===== src/hr2ps_pkg.sv =====
// ----------------------------------------------------------------------------
// HID report to PS/2 scancode package
// Scancode tables and constants shared by the converter and its interfaces.
// ----------------------------------------------------------------------------
package hr2ps_pkg;

  localparam int unsigned ROM_ENTRIES = 112;
  localparam int unsigned MOD_BITS    = 8;
  localparam int unsigned MAX_SLOTS   = 6;

  typedef logic [7:0] byte_t;

  localparam byte_t BREAK_BIT = 8'h80;

  // Set-1 make codes for the modifier bits, bit 0 first.
  localparam byte_t MOD_MAKE [0:MOD_BITS-1] = '{
    8'h1D, 8'h2A, 8'h38, 8'h5B, 8'h1D, 8'h36, 8'h38, 8'h5C
  };

  // Usage to set-1 make code; zero means the usage has no code.
  localparam byte_t USAGE_ROM [0:ROM_ENTRIES-1] = '{
    8'h00, 8'h00, 8'h00, 8'h00, 8'h1E, 8'h30, 8'h2E, 8'h20,
    8'h12, 8'h21, 8'h22, 8'h23, 8'h17, 8'h24, 8'h25, 8'h26,
    8'h32, 8'h31, 8'h18, 8'h19, 8'h10, 8'h13, 8'h1F, 8'h14,
    8'h16, 8'h2F, 8'h11, 8'h2D, 8'h15, 8'h2C, 8'h02, 8'h03,
    8'h04, 8'h05, 8'h06, 8'h07, 8'h08, 8'h09, 8'h0A, 8'h0B,
    8'h1C, 8'h01, 8'h0E, 8'h0F, 8'h39, 8'h0C, 8'h0D, 8'h1A,
    8'h1B, 8'h2B, 8'h2B, 8'h27, 8'h28, 8'h29, 8'h33, 8'h34,
    8'h35, 8'h3A, 8'h3B, 8'h3C, 8'h3D, 8'h3E, 8'h3F, 8'h40,
    8'h41, 8'h42, 8'h43, 8'h44, 8'h57, 8'h58, 8'h37, 8'h46,
    8'h45, 8'h52, 8'h47, 8'h49, 8'h53, 8'h4F, 8'h51, 8'h4D,
    8'h4B, 8'h50, 8'h48, 8'h45, 8'h35, 8'h37, 8'h4A, 8'h4E,
    8'h1C, 8'h4F, 8'h50, 8'h51, 8'h4B, 8'h4C, 8'h4D, 8'h47,
    8'h48, 8'h49, 8'h52, 8'h53, 8'h00, 8'h00, 8'h00, 8'h00,
    8'h00, 8'h00, 8'h00, 8'h00, 8'h00, 8'h00, 8'h00, 8'h00
  };

  function automatic byte_t usage_code(input byte_t usage);
    byte_t code;
    code = 8'h00;
    if ({1'b0, usage} < 9'(ROM_ENTRIES)) begin
      code = USAGE_ROM[usage[6:0]];
    end
    return code;
  endfunction

endpackage


===== src/hr2ps_in_if.sv =====
// ----------------------------------------------------------------------------
// HID report channel
// Valid/ready channel carrying one boot-keyboard report per transfer.
// ----------------------------------------------------------------------------
interface hr2ps_in_if;
  logic              valid;
  logic              ready;
  logic              report_complete;
  hr2ps_pkg::byte_t  modifier_bits;
  hr2ps_pkg::byte_t  key_slot_0;
  hr2ps_pkg::byte_t  key_slot_1;
  hr2ps_pkg::byte_t  key_slot_2;
  hr2ps_pkg::byte_t  key_slot_3;
  hr2ps_pkg::byte_t  key_slot_4;
  hr2ps_pkg::byte_t  key_slot_5;

  modport source (
    output valid, report_complete, modifier_bits,
    output key_slot_0, key_slot_1, key_slot_2, key_slot_3, key_slot_4, key_slot_5,
    input  ready
  );

  modport sink (
    input  valid, report_complete, modifier_bits,
    input  key_slot_0, key_slot_1, key_slot_2, key_slot_3, key_slot_4, key_slot_5,
    output ready
  );
endinterface


===== src/hr2ps_out_if.sv =====
// ----------------------------------------------------------------------------
// PS/2 scancode channel
// Valid/ready channel carrying one set-1 scancode per transfer.
// ----------------------------------------------------------------------------
interface hr2ps_out_if;
  logic              valid;
  logic              ready;
  hr2ps_pkg::byte_t  scancode;
  logic              last_of_run;

  modport source (
    output valid, scancode, last_of_run,
    input  ready
  );

  modport sink (
    input  valid, scancode, last_of_run,
    output ready
  );
endinterface


===== src/hid_report_to_ps2_scancodes_unit.sv =====
// ----------------------------------------------------------------------------
// HID report to PS/2 scancode converter
// Compares each complete boot-keyboard report with the previous one and
// emits set-1 make and break codes for the modifiers and keys that changed.
// ----------------------------------------------------------------------------
// A report transfer first registers its pending run, and its first scancode
// is presented once it is loaded from the run into the output register.
// Throughput: one scancode per cycle while the sink is ready; the next
// report is taken in the cycle its predecessor's last code moves to the
// output register, and a report causing nothing frees the emitter at once.
// Reset clears the stored modifiers and keys, the pending run and the output valid flag.
module hid_report_to_ps2_scancodes_unit #(
  parameter int unsigned KEY_SLOTS  = 6,
  parameter int unsigned TABLE_SIZE = 112
) (
  input  logic            clk,
  input  logic            rst,
  hr2ps_in_if.sink        report,
  hr2ps_out_if.source     scan
);

  localparam int unsigned CANDS     = hr2ps_pkg::MOD_BITS + 2 * KEY_SLOTS;
  localparam int unsigned MAKE_BASE = hr2ps_pkg::MOD_BITS;
  localparam int unsigned BRK_BASE  = hr2ps_pkg::MOD_BITS + KEY_SLOTS;

  // Stored state of the last complete report.
  hr2ps_pkg::byte_t prev_modifiers;
  hr2ps_pkg::byte_t prev_keys [KEY_SLOTS];

  // Pending run: one code per candidate position and a mask of those to send.
  hr2ps_pkg::byte_t run_code [CANDS];
  logic [CANDS-1:0] run_mask;
  logic [CANDS-1:0] run_mask_next;

  // Output register.
  logic             out_valid;
  hr2ps_pkg::byte_t out_code;
  logic             out_last;

  hr2ps_pkg::byte_t all_keys [hr2ps_pkg::MAX_SLOTS];
  hr2ps_pkg::byte_t new_keys [KEY_SLOTS];
  hr2ps_pkg::byte_t cand_code [CANDS];
  logic [CANDS-1:0] cand_mask;
  logic [CANDS-1:0] sel;
  logic [CANDS-1:0] remaining;
  logic [CANDS-1:0] mask_after;
  hr2ps_pkg::byte_t sel_code;
  logic             out_load;
  logic             accept;

  function automatic hr2ps_pkg::byte_t mapped_code(input hr2ps_pkg::byte_t usage);
    hr2ps_pkg::byte_t code;
    code = 8'h00;
    if ({1'b0, usage} < 9'(TABLE_SIZE)) begin
      code = hr2ps_pkg::usage_code(usage);
    end
    return code;
  endfunction

  always_comb begin
    all_keys[0] = report.key_slot_0;
    all_keys[1] = report.key_slot_1;
    all_keys[2] = report.key_slot_2;
    all_keys[3] = report.key_slot_3;
    all_keys[4] = report.key_slot_4;
    all_keys[5] = report.key_slot_5;
    for (int i = 0; i < KEY_SLOTS; i++) begin
      new_keys[i] = all_keys[i];
    end
  end

  // Candidate codes for the incoming report against the stored state.
  always_comb begin
    logic             found;
    hr2ps_pkg::byte_t code;
    for (int i = 0; i < hr2ps_pkg::MOD_BITS; i++) begin
      cand_code[i] = report.modifier_bits[i] ? hr2ps_pkg::MOD_MAKE[i]
                                             : (hr2ps_pkg::MOD_MAKE[i] | hr2ps_pkg::BREAK_BIT);
      cand_mask[i] = report.modifier_bits[i] ^ prev_modifiers[i];
    end
    for (int i = 0; i < KEY_SLOTS; i++) begin
      found = 1'b0;
      for (int j = 0; j < KEY_SLOTS; j++) begin
        found = found | (prev_keys[j] == new_keys[i]);
      end
      code = mapped_code(new_keys[i]);
      cand_code[MAKE_BASE+i] = code;
      cand_mask[MAKE_BASE+i] = (new_keys[i] != 8'h00) && !found && (code != 8'h00);

      found = 1'b0;
      for (int j = 0; j < KEY_SLOTS; j++) begin
        found = found | (new_keys[j] == prev_keys[i]);
      end
      code = mapped_code(prev_keys[i]);
      cand_code[BRK_BASE+i] = code | hr2ps_pkg::BREAK_BIT;
      cand_mask[BRK_BASE+i] = (prev_keys[i] != 8'h00) && !found && (code != 8'h00);
    end
  end

  // Lowest pending position goes out first.
  always_comb begin
    sel       = run_mask & (~run_mask + CANDS'(1));
    remaining = run_mask & ~sel;
    sel_code  = 8'h00;
    for (int i = 0; i < CANDS; i++) begin
      sel_code = sel_code | (sel[i] ? run_code[i] : 8'h00);
    end
    out_load   = (run_mask != '0) && (!out_valid || scan.ready);
    mask_after = out_load ? remaining : run_mask;
  end

  assign report.ready = (mask_after == '0);
  assign accept       = report.valid && report.ready;

  always_comb begin
    run_mask_next = mask_after;
    if (accept) begin
      run_mask_next = report.report_complete ? cand_mask : '0;
    end
  end

  always_ff @(posedge clk) begin
    if (rst) begin
      run_mask       <= '0;
      prev_modifiers <= '0;
      for (int i = 0; i < KEY_SLOTS; i++) begin
        prev_keys[i] <= '0;
      end
    end else begin
      run_mask <= run_mask_next;
      if (accept && report.report_complete) begin
        prev_modifiers <= report.modifier_bits;
        for (int i = 0; i < KEY_SLOTS; i++) begin
          prev_keys[i] <= new_keys[i];
        end
      end
    end
  end

  always_ff @(posedge clk) begin
    if (accept && report.report_complete) begin
      for (int i = 0; i < CANDS; i++) begin
        run_code[i] <= cand_code[i];
      end
    end
  end

  always_ff @(posedge clk) begin
    if (rst) begin
      out_valid <= 1'b0;
    end else if (out_load) begin
      out_valid <= 1'b1;
    end else if (scan.ready) begin
      out_valid <= 1'b0;
    end
  end

  always_ff @(posedge clk) begin
    if (out_load) begin
      out_code <= sel_code;
      out_last <= (remaining == '0);
    end
  end

  assign scan.valid       = out_valid;
  assign scan.scancode    = out_code;
  assign scan.last_of_run = out_last;

  // A report is only taken when the pending run is empty or ends this cycle.
  a_ready_run_empty: assert property (@(posedge clk) disable iff (rst)
    report.ready |-> (run_mask == '0) || (out_load && $onehot(run_mask)))
    else $error("report taken while scancodes are still pending");

  a_load_shows: assert property (@(posedge clk) disable iff (rst)
    out_load |=> out_valid)
    else $error("loaded scancode not presented");

  a_last_marked: assert property (@(posedge clk) disable iff (rst)
    (out_load && $onehot(run_mask)) |=> out_last)
    else $error("final scancode of a run not marked");

  a_incomplete_keeps: assert property (@(posedge clk) disable iff (rst)
    (accept && !report.report_complete) |=>
      (prev_modifiers == $past(prev_modifiers)) && (run_mask == '0))
    else $error("incomplete report changed state or queued scancodes");

endmodule

===== src/flat_wrapper.sv =====
// flat-port wrapper written by rule: the top's interface ports become plain ports
module hid_report_to_ps2_scancodes_unit_flat 
#(
  parameter int unsigned KEY_SLOTS  = 6,
  parameter int unsigned TABLE_SIZE = 112
)
  (clk, rst, report_valid, report_report_complete, report_modifier_bits, report_key_slot_0, report_key_slot_1, report_key_slot_2, report_key_slot_3, report_key_slot_4, report_key_slot_5, report_ready, scan_valid, scan_scancode, scan_last_of_run, scan_ready);
  hr2ps_in_if report_i ();
  hr2ps_out_if scan_i ();
  input  logic clk;
  input  logic rst;
  input wire logic [$bits(report_i.valid)-1:0] report_valid;
  input wire logic [$bits(report_i.report_complete)-1:0] report_report_complete;
  input wire logic [$bits(report_i.modifier_bits)-1:0] report_modifier_bits;
  input wire logic [$bits(report_i.key_slot_0)-1:0] report_key_slot_0;
  input wire logic [$bits(report_i.key_slot_1)-1:0] report_key_slot_1;
  input wire logic [$bits(report_i.key_slot_2)-1:0] report_key_slot_2;
  input wire logic [$bits(report_i.key_slot_3)-1:0] report_key_slot_3;
  input wire logic [$bits(report_i.key_slot_4)-1:0] report_key_slot_4;
  input wire logic [$bits(report_i.key_slot_5)-1:0] report_key_slot_5;
  output wire logic [$bits(report_i.ready)-1:0] report_ready;
  output wire logic [$bits(scan_i.valid)-1:0] scan_valid;
  output wire logic [$bits(scan_i.scancode)-1:0] scan_scancode;
  output wire logic [$bits(scan_i.last_of_run)-1:0] scan_last_of_run;
  input wire logic [$bits(scan_i.ready)-1:0] scan_ready;
  assign report_i.valid = report_valid;
  assign report_i.report_complete = report_report_complete;
  assign report_i.modifier_bits = report_modifier_bits;
  assign report_i.key_slot_0 = report_key_slot_0;
  assign report_i.key_slot_1 = report_key_slot_1;
  assign report_i.key_slot_2 = report_key_slot_2;
  assign report_i.key_slot_3 = report_key_slot_3;
  assign report_i.key_slot_4 = report_key_slot_4;
  assign report_i.key_slot_5 = report_key_slot_5;
  assign report_ready = report_i.ready;
  assign scan_valid = scan_i.valid;
  assign scan_scancode = scan_i.scancode;
  assign scan_last_of_run = scan_i.last_of_run;
  assign scan_i.ready = scan_ready;
  hid_report_to_ps2_scancodes_unit #(.KEY_SLOTS(KEY_SLOTS), .TABLE_SIZE(TABLE_SIZE)) u_core (.clk(clk), .rst(rst), .report(report_i), .scan(scan_i));
endmodule

===== config.mk =====
export PLATFORM = sky130hd
export DESIGN_NAME = hid_report_to_ps2_scancodes_unit_flat
export DESIGN_NICKNAME = d
export VERILOG_FILES = /design/src/hr2ps_pkg.sv /design/src/hr2ps_in_if.sv /design/src/hr2ps_out_if.sv /design/src/hid_report_to_ps2_scancodes_unit.sv /design/src/flat_wrapper.sv
export SDC_FILE = /design/constraint.sdc
export NUM_CORES = 1
export LEC_CHECK = 0
export BUFFER_PORTS_ARGS = -buffer_cell sky130_fd_sc_hd__buf_2
export CELL_PAD_IN_SITES_DETAIL_PLACEMENT = 1
export CELL_PAD_IN_SITES_GLOBAL_PLACEMENT = 1
export CORE_UTILIZATION = 25
export DETAILED_ROUTE_END_ITERATION = 16
export GPL_TIMING_DRIVEN = 0
export PLACE_DENSITY_LB_ADDON = 0.05
export SYNTH_ARGS = -nofsm -noshare
export SYNTH_HDL_FRONTEND = slang
export SYNTH_SLANG_ARGS = --single-unit

===== constraint.sdc =====
create_clock -name clk -period 12.18 [get_ports clk]
set_input_delay 0.609 -clock clk [delete_from_list [all_inputs] [get_ports clk]]
set_output_delay 0.609 -clock clk [all_outputs]
set_load 0.1 [all_outputs]

==> results of run 1 <==
kinds of logic after synthesis:
kind of cell	after synthesis	share of synthesized area, %
simple gates	1059	22.5
xor+xnor	298	10.4
flops	178	20.1
buf+inv	445	7.03
fa+ha+maj	192	9.47
compound gates	924	26.1
mux	101	4.41
registers in the layout, summed over array words and instances (netlist names):
signal	flops
u_core.scan.scancode	8
u_core.prev_modifiers	8
u_core.prev_keys	48
u_core.run_mask	20
u_core.run_code	92
u_core.scan.valid	1
u_core.scan.last_of_run	1
power by group through the flow:
stage | clock [uW] | sequential [uW] | combinational, uW
6_report | 586 | 1400 | 5550
5_1_grt | 620 | 1420 | 5900
4_1_cts | 609 | 1400 | 5470
3_5_place_dp | 0 | 1410 | 5450
3_3_place_gp | 0 | 1470 | 5360
2_1_floorplan | 0 | 1380 | 3310
per-stage QoR:
| stage | cell area (um2) | TNS [ps] |
|---|---|---|
| 2_1_floorplan | 25200 | 0 |
| 4_1_cts | 27900 | 0 |
| 3_3_place_gp | 27100 | -148440 |
| 5_1_grt | 27900 | 0 |
| 3_5_place_dp | 27300 | 0 |
| 6_report | 27900 | 0 |
layer usage:
layer  global-route usage (%)  up-vias
met5                        0        -
met1                     37.5    14045
met2                     44.3      930
met4                     8.97        4
li1                         -    12097
met3                     2.97      180
layout by cell type (no fill, tap or decap), types with 20 or more instances in the layout:
cell type and count:
buf_1 67, a2111oi_0 21, xor2_1 192, nor4_1 71, o21ai_0 157, nor3_1 63, or2_2 28, o22ai_1 26
inv_1 116, xnor2_1 106, dfxtp_1 29, nand2b_1 95, a311oi_1 30, a21oi_1 174, buf_2 111, and3_1 36
and2_1 22, clkbuf_1 196, o211ai_1 40, a211oi_1 68, o2111ai_1 20, mux2i_1 74, nand3_1 85, nand2_1 203
a31oi_1 36, o31ai_1 41, o311ai_0 26, edfxtp_1 149, nor2_1 193, ha_1 186, a221oi_1 34, mux2_2 21
nand4_1 59, nor2b_1 87
how the worst max path moves through the flow:
stage,from,to,depth (start not counted)
final,u_core.prev_keys[0][41]$_SDFFCE_PN0P_,u_core.run_mask[19]$_SDFF_PP0_,11
after global routing,u_core.prev_keys[0][41]$_SDFFCE_PN0P_,u_core.run_mask[19]$_SDFF_PP0_,11
after detailed placement,report_key_slot_1[1],u_core.run_mask[9]$_SDFF_PP0_,13
after global placement,u_core.run_mask[2]$_SDFF_PP0_,u_core.run_code[4][17]$_DFFE_PP_,9
after CTS,u_core.prev_keys[0][41]$_SDFFCE_PN0P_,u_core.run_mask[19]$_SDFF_PP0_,11
after floorplan,u_core.scan.valid$_SDFFE_PP0P_,u_core.run_code[0][15]$_DFFE_PP_,8
area by class of cell:
class,count,share of cell area (%)
plain buffers,319,4.66
clock buffers,18,1.54
clock inverters,14,0.529
inverters,126,1.70
multi-input cells,2574,66.0
flip-flops and latches,178,18.1
well taps,1298,5.82
repair buffers,74,1.64
critical path, delay by kind of cell, from the launching register on:
kind / cells / cell delay (ps)
AOI/OAI and AO/OA: 4 / 910
and+or+nand+nor: 3 / 1600
buffers and inverters: 2 / 1330
DFF: 1 / 840
adders and majority gates: 2 / 840
==> impl_metrics.env, run 1 <==
export IMPL_status="complete, but fails checks"
export IMPL_violations="capacitance limit"
export IMPL_r2r_worst_path_cells=11
export IMPL_synth_nets=3444
export IMPL_critical_path_cell_chain="buf_1 -> inv_1 -> ha_1 -> ha_1 -> or3b_2 -> a21oi_1 -> a311oi_1 -> o31ai_1 -> nand4b_1 -> nor4_1 -> o32ai_1"
export IMPL_cts_tree="done"
export IMPL_route_vias_total=27256
export IMPL_number_of_enable_type_register_cells_in_the_synthesized_netlist=149
export IMPL_synth_largest_area_cell="edfxtp_1"
export IMPL_route_final_wire_length_um=142000
export IMPL_synth_cell_area_mm2=0.0252
export IMPL_clock_transition_at_the_register_clock_pins_on_the_worst_setup_and_hold_paths_after_cts_ps=80
export IMPL_cap_violations=1
export IMPL_synthArstFlopShare_pct=0
export IMPL_clockPowerShare_pct=7.8
export IMPL_p_total_uw=7540
export IMPL_multiInputGateArea_mm2=0.0184
export IMPL_setup_reg_to_reg_worst_slack_ps=6440
export IMPL_share_comb_of_total_power_pct=73.6
export IMPL_vdd_ir_drop_worst_v=0.000126
export IMPL_grt_first_pass_wirelength_um=206000
export IMPL_timing_final_crit_period_ps=5740
export IMPL_final_instance_count_excl_fillers=4601
export IMPL_final_net_count=3537
export IMPL_synth_seq_area_share_pct=20.1
export IMPL_vias_in_the_first_global_route=27817
export IMPL_drc=0
export IMPL_grt_setup_unrepaired="no"
export IMPL_clkSinkCount=178
export IMPL_synth_seq_cells=178
export IMPL_finalSetupViolCount=0
export IMPL_timing_critical_path_from_type="flip-flop"
export IMPL_cellPowerDensity_mw_per_mm2=270
export IMPL_utilization_pct=27.9
export IMPL_top_layer_used="met5"
export IMPL_layout_setup_ws_ps=6440
export IMPL_numPortBuffers=59
export IMPL_area_delta_synth_final_pct=10.7
export IMPL_cts_root_to_sink_buffers=2
export IMPL_wl_per_cell_um=30.9
export IMPL_number_of_antenna_violations_at_the_first_check_in_global_routing=2
export IMPL_swShare_pct=59.8
export IMPL_core_area_mm2=0.100
export IMPL_pwr_share_seq_pct=18.6
export IMPL_dr_iter_0_viols=2444
export IMPL_maxClockFrequency_mhz=174
export IMPL_clock_tree_htree_level_count=4
export IMPL_wl_met2_um=65400
export IMPL_worst_r2r_startpoint="u_core.prev_keys[0][41]$_SDFFCE_PN0P_"
export IMPL_cts_repair_resize_count=0
export IMPL_critical_path_endpoint_type="flip-flop"
export IMPL_fin_worst_hold_slack_ps=344
export IMPL_post_route_cells_drive_above_1_share_pct=8.60
export IMPL_type_of_the_tightest_min_delay_check="in -> reg"
export IMPL_place_congestion=0.971
export IMPL_min_period_over_period_pct=47.1
export IMPL_post_synth_top_count_cell="nand2_1"
export IMPL_required_ps=12540
export IMPL_hpwl_um=110000
export IMPL_via_per_inst=5.92
export IMPL_worstPathArrival_ps=6100
export IMPL_placement_setup_worst_slack_ps=6120
export IMPL_fp_dieW_um=319
export IMPL_timing_critical_path_slowest_stage_cell="nor4_1"
export IMPL_final_max_slew_violation_count=0
export IMPL_path_common_cell="ha_1"
export IMPL_hold_path_depth=2
export IMPL_dp_cells=4568
export IMPL_syn_instance_count=3197
export IMPL_final_fill_count=12052
export IMPL_netlist_cell_type_count=96
export IMPL_antennaDiodeCount=0
export IMPL_synthesis_area_per_instance_um2=7.88
export IMPL_hold_path_end="u_core.run_code[0][31]$_DFFE_PP_"
export IMPL_worstMarginPinSlew_ps=1420
export IMPL_fin_worst_skew_ps=21.1
export IMPL_crit_fanout=11
export IMPL_latest_clock_arrival_within_the_worst_skew_pair_ps=540
export IMPL_post_synth_top_area_fraction_pct=17.8
export IMPL_final_hold_violation_count=0
export IMPL_i_o_pin_count=72
export IMPL_ff_latch_area_mm2=0.00505
export IMPL_detail_route_antenna_nets=0
export IMPL_worstReg2RegEnd="u_core.run_mask[19]$_SDFF_PP0_"
export IMPL_die_height_um=319
export IMPL_worst_slew_margin_rel_pct=3.17
export IMPL_met3_length_um=6680
export IMPL_root_buffer="clkbuf_16"
export IMPL_firstDrtPassIters=5
export IMPL_wl_met1_um=65600
export IMPL_tritoncts_buffers=17
export IMPL_leakage_uw=0.0102
export IMPL_yosys_top_cells_count="nand2_1 (203), clkbuf_1 (195), nor2_1 (193)"
export IMPL_grt_usage_pct=27.3
export IMPL_p_int_uw=3030
export IMPL_ctsHoldBuffers=0
export IMPL_netlist_top_cells_area="edfxtp_1 (18%), ha_1 (9.2%), xor2_1 (6.7%), xnor2_1 (3.7%), a21oi_1 (3.5%)"
export IMPL_row_count=116
export IMPL_p_sw_uw=4500
export IMPL_holdCritStartpoint="report_modifier_bits[3]"
export IMPL_crit_path_category="reg -> reg"
export IMPL_cts_setup_buffers=0
export IMPL_initial_core_util_pct=25.2
export IMPL_timing_critical_path_slowest_cell_delay_ps=1000
export IMPL_yosysWarningCount=0
export IMPL_grt_max_degree=35
export IMPL_ys_dominant_reg_cell="edfxtp_1"
export IMPL_grt_ovfl_total=0
export IMPL_floorplan_die_area_mm2=0.102
Power figures use the tool's default switching activity.
==> inputs of run 2 (changes only) <==
--- a/config.mk
+++ b/config.mk
@@ -5,6 +5,7 @@
 export SDC_FILE = /design/constraint.sdc
 export NUM_CORES = 1
 export LEC_CHECK = 0
+export ABC_AREA = 1
 export BUFFER_PORTS_ARGS = -buffer_cell sky130_fd_sc_hd__buf_2
 export CELL_PAD_IN_SITES_DETAIL_PLACEMENT = 1
 export CELL_PAD_IN_SITES_GLOBAL_PLACEMENT = 1
==> constraint.sdc (replaced) <==
create_clock -name clk -period 5.9 [get_ports clk]
set_input_delay 0.295 -clock clk [delete_from_list [all_inputs] [get_ports clk]]
set_output_delay 0.295 -clock clk [all_outputs]
set_load 0.1 [all_outputs]
==> run 2 against run 1 <==
- the run now ends clean
- cell count increased by 21%
- clock power increased by 110%
- register-to-register slack got worse by 4900 ps
==> impl_metrics.env, run 2 <==
export IMPL_vdd_ir_drop_worst_v=0.000497
export IMPL_post_synth_top_area_fraction_pct=22.8
export IMPL_dr_iter_0_viols=2776
export IMPL_grt_max_degree=53
export IMPL_final_fill_count=12804
export IMPL_cts_repair_resize_count=0
export IMPL_ff_latch_area_mm2=0.00505
export IMPL_hold_path_end="u_core.prev_modifiers[2]$_SDFFE_PP0P_"
export IMPL_latest_clock_arrival_within_the_worst_skew_pair_ps=520
export IMPL_cts_setup_buffers=0
export IMPL_number_of_enable_type_register_cells_in_the_synthesized_netlist=149
export IMPL_max_flop_register="u_core.run_code"
export IMPL_worst_slew_margin_rel_pct=9.25
export IMPL_initial_core_util_pct=25.4
export IMPL_syn_instance_count=4212
export IMPL_utilization_pct=27.9
export IMPL_leakage_uw=0.0130
export IMPL_clkSinkCount=178
export IMPL_firstDrtPassIters=5
export IMPL_number_of_antenna_violations_at_the_first_check_in_global_routing=3
export IMPL_synth_seq_area_share_pct=20.5
export IMPL_yosys_top_cells_count="nand2_1 (1502), nand3_1 (395), inv_1 (378)"
export IMPL_wl_per_cell_um=26.7
export IMPL_timing_final_crit_period_ps=4400
export IMPL_grt_first_pass_wirelength_um=215000
export IMPL_cts_root_to_sink_buffers=2
export IMPL_i_o_pin_count=72
export IMPL_post_synth_top_count_cell="nand2_1"
export IMPL_netlist_cell_type_count=53
export IMPL_cap_violations=0
export IMPL_root_buffer="clkbuf_16"
export IMPL_maxClockFrequency_mhz=227
export IMPL_p_total_uw=14900
export IMPL_most_frequent_cells_in_the_layout="nand2_1 (1501), nand3_1 (395), inv_1 (378), nor2_1 (362), a21oi_1 (217)"
export IMPL_required_ps=6350
export IMPL_worstMarginPinSlew_ps=1360
export IMPL_final_hold_violation_count=0
export IMPL_cts_tree="done"
export IMPL_multiInputGateArea_mm2=0.0172
export IMPL_core_area_mm2=0.0973
export IMPL_ctsHoldBuffers=0
export IMPL_timing_critical_path_from_type="flip-flop"
export IMPL_netlist_top_cells_area="nand2_1 (23%), edfxtp_1 (18%), ha_1 (9.4%), nand3_1 (8.0%), inv_1 (5.7%)"
export IMPL_final_net_count=4533
export IMPL_largest_reg_flops=92
export IMPL_grt_ovfl_total=0
export IMPL_place_congestion=0.957
export IMPL_top_regs="u_core.run_code x92, u_core.prev_keys x48, u_core.run_mask x20"
export IMPL_final_max_slew_violation_count=0
export IMPL_grt_usage_pct=29.5
export IMPL_clock_tree_htree_level_count=4
export IMPL_worst_r2r_startpoint="u_core.prev_keys[0][9]$_SDFFCE_PN0P_"
export IMPL_finalSetupViolCount=0
export IMPL_globalRoute_busiestLayer="met2"
export IMPL_fin_worst_skew_ps=33.4
export IMPL_worstReg2RegEnd="u_core.run_mask[15]$_SDFF_PP0_"
export IMPL_drc=0
export IMPL_holdCritStartpoint="report_modifier_bits[2]"
export IMPL_fp_dieW_um=316
export IMPL_r2r_worst_path_cells=16
export IMPL_crit_fanout=10
export IMPL_fin_worst_hold_slack_ps=60.4
export IMPL_clock_transition_at_the_register_clock_pins_on_the_worst_setup_and_hold_paths_after_cts_ps=110
export IMPL_min_period_over_period_pct=74.6
export IMPL_synthesis_area_per_instance_um2=5.86
export IMPL_hold_path_depth=3
export IMPL_ys_dominant_reg_cell="edfxtp_1"
export IMPL_grt_setup_unrepaired="no"
export IMPL_route_final_wire_length_um=149000
export IMPL_crit_path_category="reg -> reg"
export IMPL_grt_util_met1_pct=40.6
export IMPL_die_height_um=316
export IMPL_globalRouteMet3Util_pct=3.81
export IMPL_critical_path_endpoint_type="flip-flop"
export IMPL_setup_total_negative_slack_ps=0
export IMPL_floorplan_die_area_mm2=0.100
export IMPL_synth_seq_cells=178
export IMPL_setup_reg_to_reg_worst_slack_ps=1500
export IMPL_post_route_cells_drive_above_1_share_pct=3.58
export IMPL_area_delta_synth_final_pct=10.1
export IMPL_layout_cells_most_common="nand2_1"
export IMPL_synthArstFlopShare_pct=0
export IMPL_synth_cell_area_mm2=0.0247
export IMPL_grt_met2_usage_pct=46.8
export IMPL_synth_largest_area_cell="nand2_1"
export IMPL_synth_nets=4459
export IMPL_status="complete, no violations"
export IMPL_row_count=114
export IMPL_hpwl_um=113000
export IMPL_route_vias_total=29953
export IMPL_yosysWarningCount=0
export IMPL_worstPathArrival_ps=4850
export IMPL_detail_route_antenna_nets=0
export IMPL_cellPowerDensity_mw_per_mm2=547
export IMPL_type_of_the_tightest_min_delay_check="in -> reg"
export IMPL_tritoncts_buffers=17
export IMPL_via_per_inst=5.37
export IMPL_numPortBuffers=53
export IMPL_vias_in_the_first_global_route=30172
[run 2: routing by layer]
layer / routed length (um) / part of all wire (%)
met2: 65600 / 44
met5: 0 / 0
met1: 68600 / 46
met3: 8590 / 5.8
met4: 5900 / 4.0
[run 2: cells by family (layout without fill, tap and decap cells)]
kind of cell,after synthesis,count (layout),share of synthesized area (%)
other cells,0,1,0
compound gates,560,560,12.6
simple gates,2506,2506,42.7
flops,178,178,20.5
fa+ha+maj,186,186,9.43
xor+xnor,133,133,4.72
buf+inv,649,736,10.1
[run 2: area by class of cell]
cell class              count  area share (%)
flip-flops and latches    178            18.6
clock buffers              18            1.62
diodes                      1         0.00921
clock inverters            14           0.502
plain buffers             241            3.52
well taps                1276            5.87
inverters                 408            5.63
repair buffers             55            1.15
multi-input cells        3385            63.1
[run 2: worst max-delay path by stage]
stage,start,slack [ps],cells after the start,endpoint
floorplan,u_core.scan.valid$_SDFFE_PP0P_,2300,13,u_core.run_code[0][15]$_DFFE_PP_
global placement,u_core.run_mask[0]$_SDFF_PP0_,710,11,u_core.prev_keys[0][8]$_SDFFCE_PN0P_
detailed placement,report_key_slot_3[1],1290,16,u_core.run_mask[11]$_SDFF_PP0_
CTS,u_core.prev_keys[0][9]$_SDFFCE_PN0P_,1560,14,u_core.run_mask[15]$_SDFF_PP0_
global route,u_core.prev_keys[0][16]$_SDFFCE_PN0P_,1360,17,u_core.run_mask[16]$_SDFF_PP0_
finish,u_core.prev_keys[0][9]$_SDFFCE_PN0P_,1500,16,u_core.run_mask[15]$_SDFF_PP0_
[run 2: critical path: stages (launching register included)]
cell and delay (ps):
edfxtp_1 500, clkbuf_1 670, inv_1 450, ha_1 440, inv_1 120, nand2_1 90
nand3_1 110, o21ai_0 140, o21ai_0 240, nand2_1 100, a21oi_1 150, nand2_1 270
nand3_1 180, nor2_1 70, nor2_1 550, nand2_1 130, nand2_1 90
[run 2: stage by stage]
stage,setup WS [ps],instance area [um2],std cells
2_1_floorplan,2300,24700,4212
6_report,1500,27200,5576
3_3_place_gp,712,26500,5541
3_5_place_dp,1290,26600,5543
5_1_grt,1360,27200,5575
4_1_cts,1560,27200,5575
[run 2: report_power, final]
group	internal (uW)	switching, uW
registers	2290	449
logic	2760	8120
clock network	573	674
total	5620	9240
==> inputs of run 3 (changes only) <==
==> constraint.sdc (replaced) <==
create_clock -name clk -period 4.1 [get_ports clk]
set_input_delay 0.205 -clock clk [delete_from_list [all_inputs] [get_ports clk]]
set_output_delay 0.205 -clock clk [all_outputs]
set_load 0.1 [all_outputs]
==> run 3 against run 2 <==
- routed wire length hardly changed
- clock power grew 43%
- global-route usage is essentially flat
- non-clock buffer count grew 9
- first-iteration DRC count is 6.0% lower
- setup slack worse by 1300 ps
- combinational power increased by 44%
- largest cell class unchanged
==> impl_metrics.env, run 3 (same netlist as run 2, synthesis figures left out) <==
export IMPL_postPlaceCellArea_mm2=0.0266
export IMPL_maxClockFrequency_mhz=259
export IMPL_i_o_pin_count=72
export IMPL_route_vias_total=29967
export IMPL_clock_transition_at_the_register_clock_pins_on_the_worst_setup_and_hold_paths_after_cts_ps=90
export IMPL_grt_ovfl_total=0
export IMPL_number_of_antenna_violations_at_the_first_check_in_global_routing=4
export IMPL_route_final_wire_length_um=149000
export IMPL_fin_area_mm2=0.0273
export IMPL_grt_setup_unrepaired="no"
export IMPL_cts_root_to_sink_buffers=2
export IMPL_worstPathArrival_ps=4230
export IMPL_row_count=114
export IMPL_floorplan_die_area_mm2=0.100
export IMPL_finalSetupViolCount=0
export IMPL_clock_tree_htree_level_count=4
export IMPL_area_delta_synth_final_pct=10.6
export IMPL_timing_final_crit_period_ps=3860
export IMPL_final_net_count=4542
export IMPL_crit_fanout=12
export IMPL_post_route_cells_drive_above_1_share_pct=3.81
export IMPL_layout_cells_most_common="nand2_1"
export IMPL_grt_max_degree=53
export IMPL_detail_route_antenna_nets=0
export IMPL_layout_setup_ws_ps=239
export IMPL_globalRouteMet3Util_pct=3.91
export IMPL_via_per_inst=5.37
export IMPL_max_flop_register="u_core.run_code"
export IMPL_root_buffer="clkbuf_16"
export IMPL_crit_path_category="reg -> reg"
export IMPL_largest_reg_flops=92
export IMPL_grt_first_pass_wirelength_um=215000
export IMPL_timing_critical_path_slowest_cell_delay_ps=610
export IMPL_utilization_pct=28.1
export IMPL_status="complete, no violations"
export IMPL_timing_critical_path_from_type="flip-flop"
export IMPL_place_congestion=0.957
export IMPL_min_period_over_period_pct=94.2
export IMPL_leakage_uw=0.0130
export IMPL_cap_violations=0
export IMPL_placement_setup_worst_slack_ps=-422
export IMPL_final_fill_count=12801
export IMPL_hpwl_um=113000
export IMPL_latest_clock_arrival_within_the_worst_skew_pair_ps=520
export IMPL_vdd_ir_drop_worst_v=0.000715
export IMPL_ff_latch_area_mm2=0.00505
export IMPL_globalRoute_busiestLayer="met2"
export IMPL_grt_usage_pct=29.5
export IMPL_timing_critical_path_slowest_stage_cell="edfxtp_1"
export IMPL_final_max_slew_violation_count=0
export IMPL_grt_util_met1_pct=40.6
export IMPL_fin_worst_skew_ps=30.7
export IMPL_clkSinkCount=178
export IMPL_critical_path_endpoint_type="flip-flop"
export IMPL_grt_met2_usage_pct=46.9
export IMPL_final_hold_violation_count=0
export IMPL_initial_core_util_pct=25.4
export IMPL_most_frequent_cells_in_the_layout="nand2_1 (1501), nand3_1 (395), inv_1 (377), nor2_1 (361), a21oi_1 (217)"
export IMPL_dr_iter_0_viols=2610
export IMPL_worst_slew_margin_rel_pct=12.9
export IMPL_tritoncts_buffers=17
export IMPL_core_area_mm2=0.0973
export IMPL_critical_path_cell_chain="clkinvlp_4 -> ha_1 -> inv_1 -> ha_1 -> a21oi_1 -> nand2_1 -> nand3_1 -> a21boi_0 -> nand2_1 -> nand2_1 -> nor2_1 -> nand2_1 -> nand3_1 -> nor2_1 -> nor2_1 -> nor2_1"
export IMPL_multiInputGateArea_mm2=0.0172
export IMPL_antennaDiodeCount=0
export IMPL_fin_worst_hold_slack_ps=94.6
export IMPL_die_height_um=316
export IMPL_top_regs="u_core.run_code x92, u_core.prev_keys x48, u_core.run_mask x20"
export IMPL_vias_in_the_first_global_route=30191
export IMPL_worstMarginPinSlew_ps=1310
export IMPL_type_of_the_tightest_min_delay_check="in -> reg"
export IMPL_required_ps=4470
export IMPL_cts_tree="done"
export IMPL_drc=0
export IMPL_setup_total_negative_slack_ps=0
export IMPL_numPortBuffers=53
export IMPL_fp_dieW_um=316
export IMPL_cellPowerDensity_mw_per_mm2=786
export IMPL_wl_per_cell_um=26.7
export IMPL_firstDrtPassIters=5
run 3: changes by cell type in the layout (fill, tap and decap cells not counted), sizes merged, moves of 2 or more:
cell / before / now
dlygate4sd3: 0 / 8
buf: 108 / 111
clkinvlp: 0 / 3
clkinv: 30 / 28
clkbuf: 206 / 204
run 3: final timing paths:
kind / depth (start not counted) / slack [ps] / to / start
worst max-delay path: 16 / 240 / u_core.run_mask[16]$_SDFF_PP0_ / u_core.prev_keys[0][16]$_SDFFCE_PN0P_
worst min-delay path: 2 / 90 / u_core.scan.valid$_SDFFE_PP0P_ / rst
worst max register to register: 16 / 240 / u_core.run_mask[16]$_SDFF_PP0_ / u_core.prev_keys[0][16]$_SDFFCE_PN0P_
worst min register to register: 2 / 480 / u_core.prev_modifiers[5]$_SDFFE_PP0P_ / u_core.prev_modifiers[5]$_SDFFE_PP0P_
run 3: metrics by stage:
| step | std cells | power [uW] |
|---|---|---|
| global placement | 5541 | 19400 |
| global route | 5584 | 23000 |
| CTS | 5582 | 21200 |
| finish | 5584 | 21400 |
| floorplan | 4212 | 13500 |
| detailed placement | 5543 | 19400 |
run 3: per-layer routing:
layer,up-vias,share of wire [%]
met2,1035,44
met4,2,3.8
met1,14783,46
li1,13918,-
met3,229,5.8
met5,-,0.0087
run 3: layout make-up:
cell class / count / area share, %
multi-input combinational: 3385 / 62.8
clock buffer: 18 / 1.61
buffer: 239 / 3.51
timing repair buffer: 66 / 1.52
sequential: 178 / 18.5
tap: 1276 / 5.85
inverter: 408 / 5.65
clock inverter: 14 / 0.500
run 3: repair_timing:
action                                  CTS  global route
endpoints found under the setup margin    2            54
hold endpoints to repair                 15             0
pin swaps                                 0             1
hold buffers                              8             0
cloned                                    0             0
setup buffers                             0             3
gates resized for setup                   1            11
run 3: critical path, delay by kind of cell, from the launching register on:
family,cells,cell delay (ps)
AND/OR/NAND/NOR,10,1300
buffers and inverters,2,730
AO/OA/AOI/OAI,2,250
adder cells (fa/ha/maj),2,820
flip-flops,1,610
run 3: power by group:
| group | leakage [uW] | total [uW] | internal [uW] | switching (uW) |
|---|---|---|---|---|
| clock network | 0.000285 | 1790 | 824 | 964 |
| logic | 0.0111 | 15700 | 4010 | 11700 |
| registers | 0.00168 | 3930 | 3290 | 645 |
| total | 0.0130 | 21400 | 8130 | 13300 |
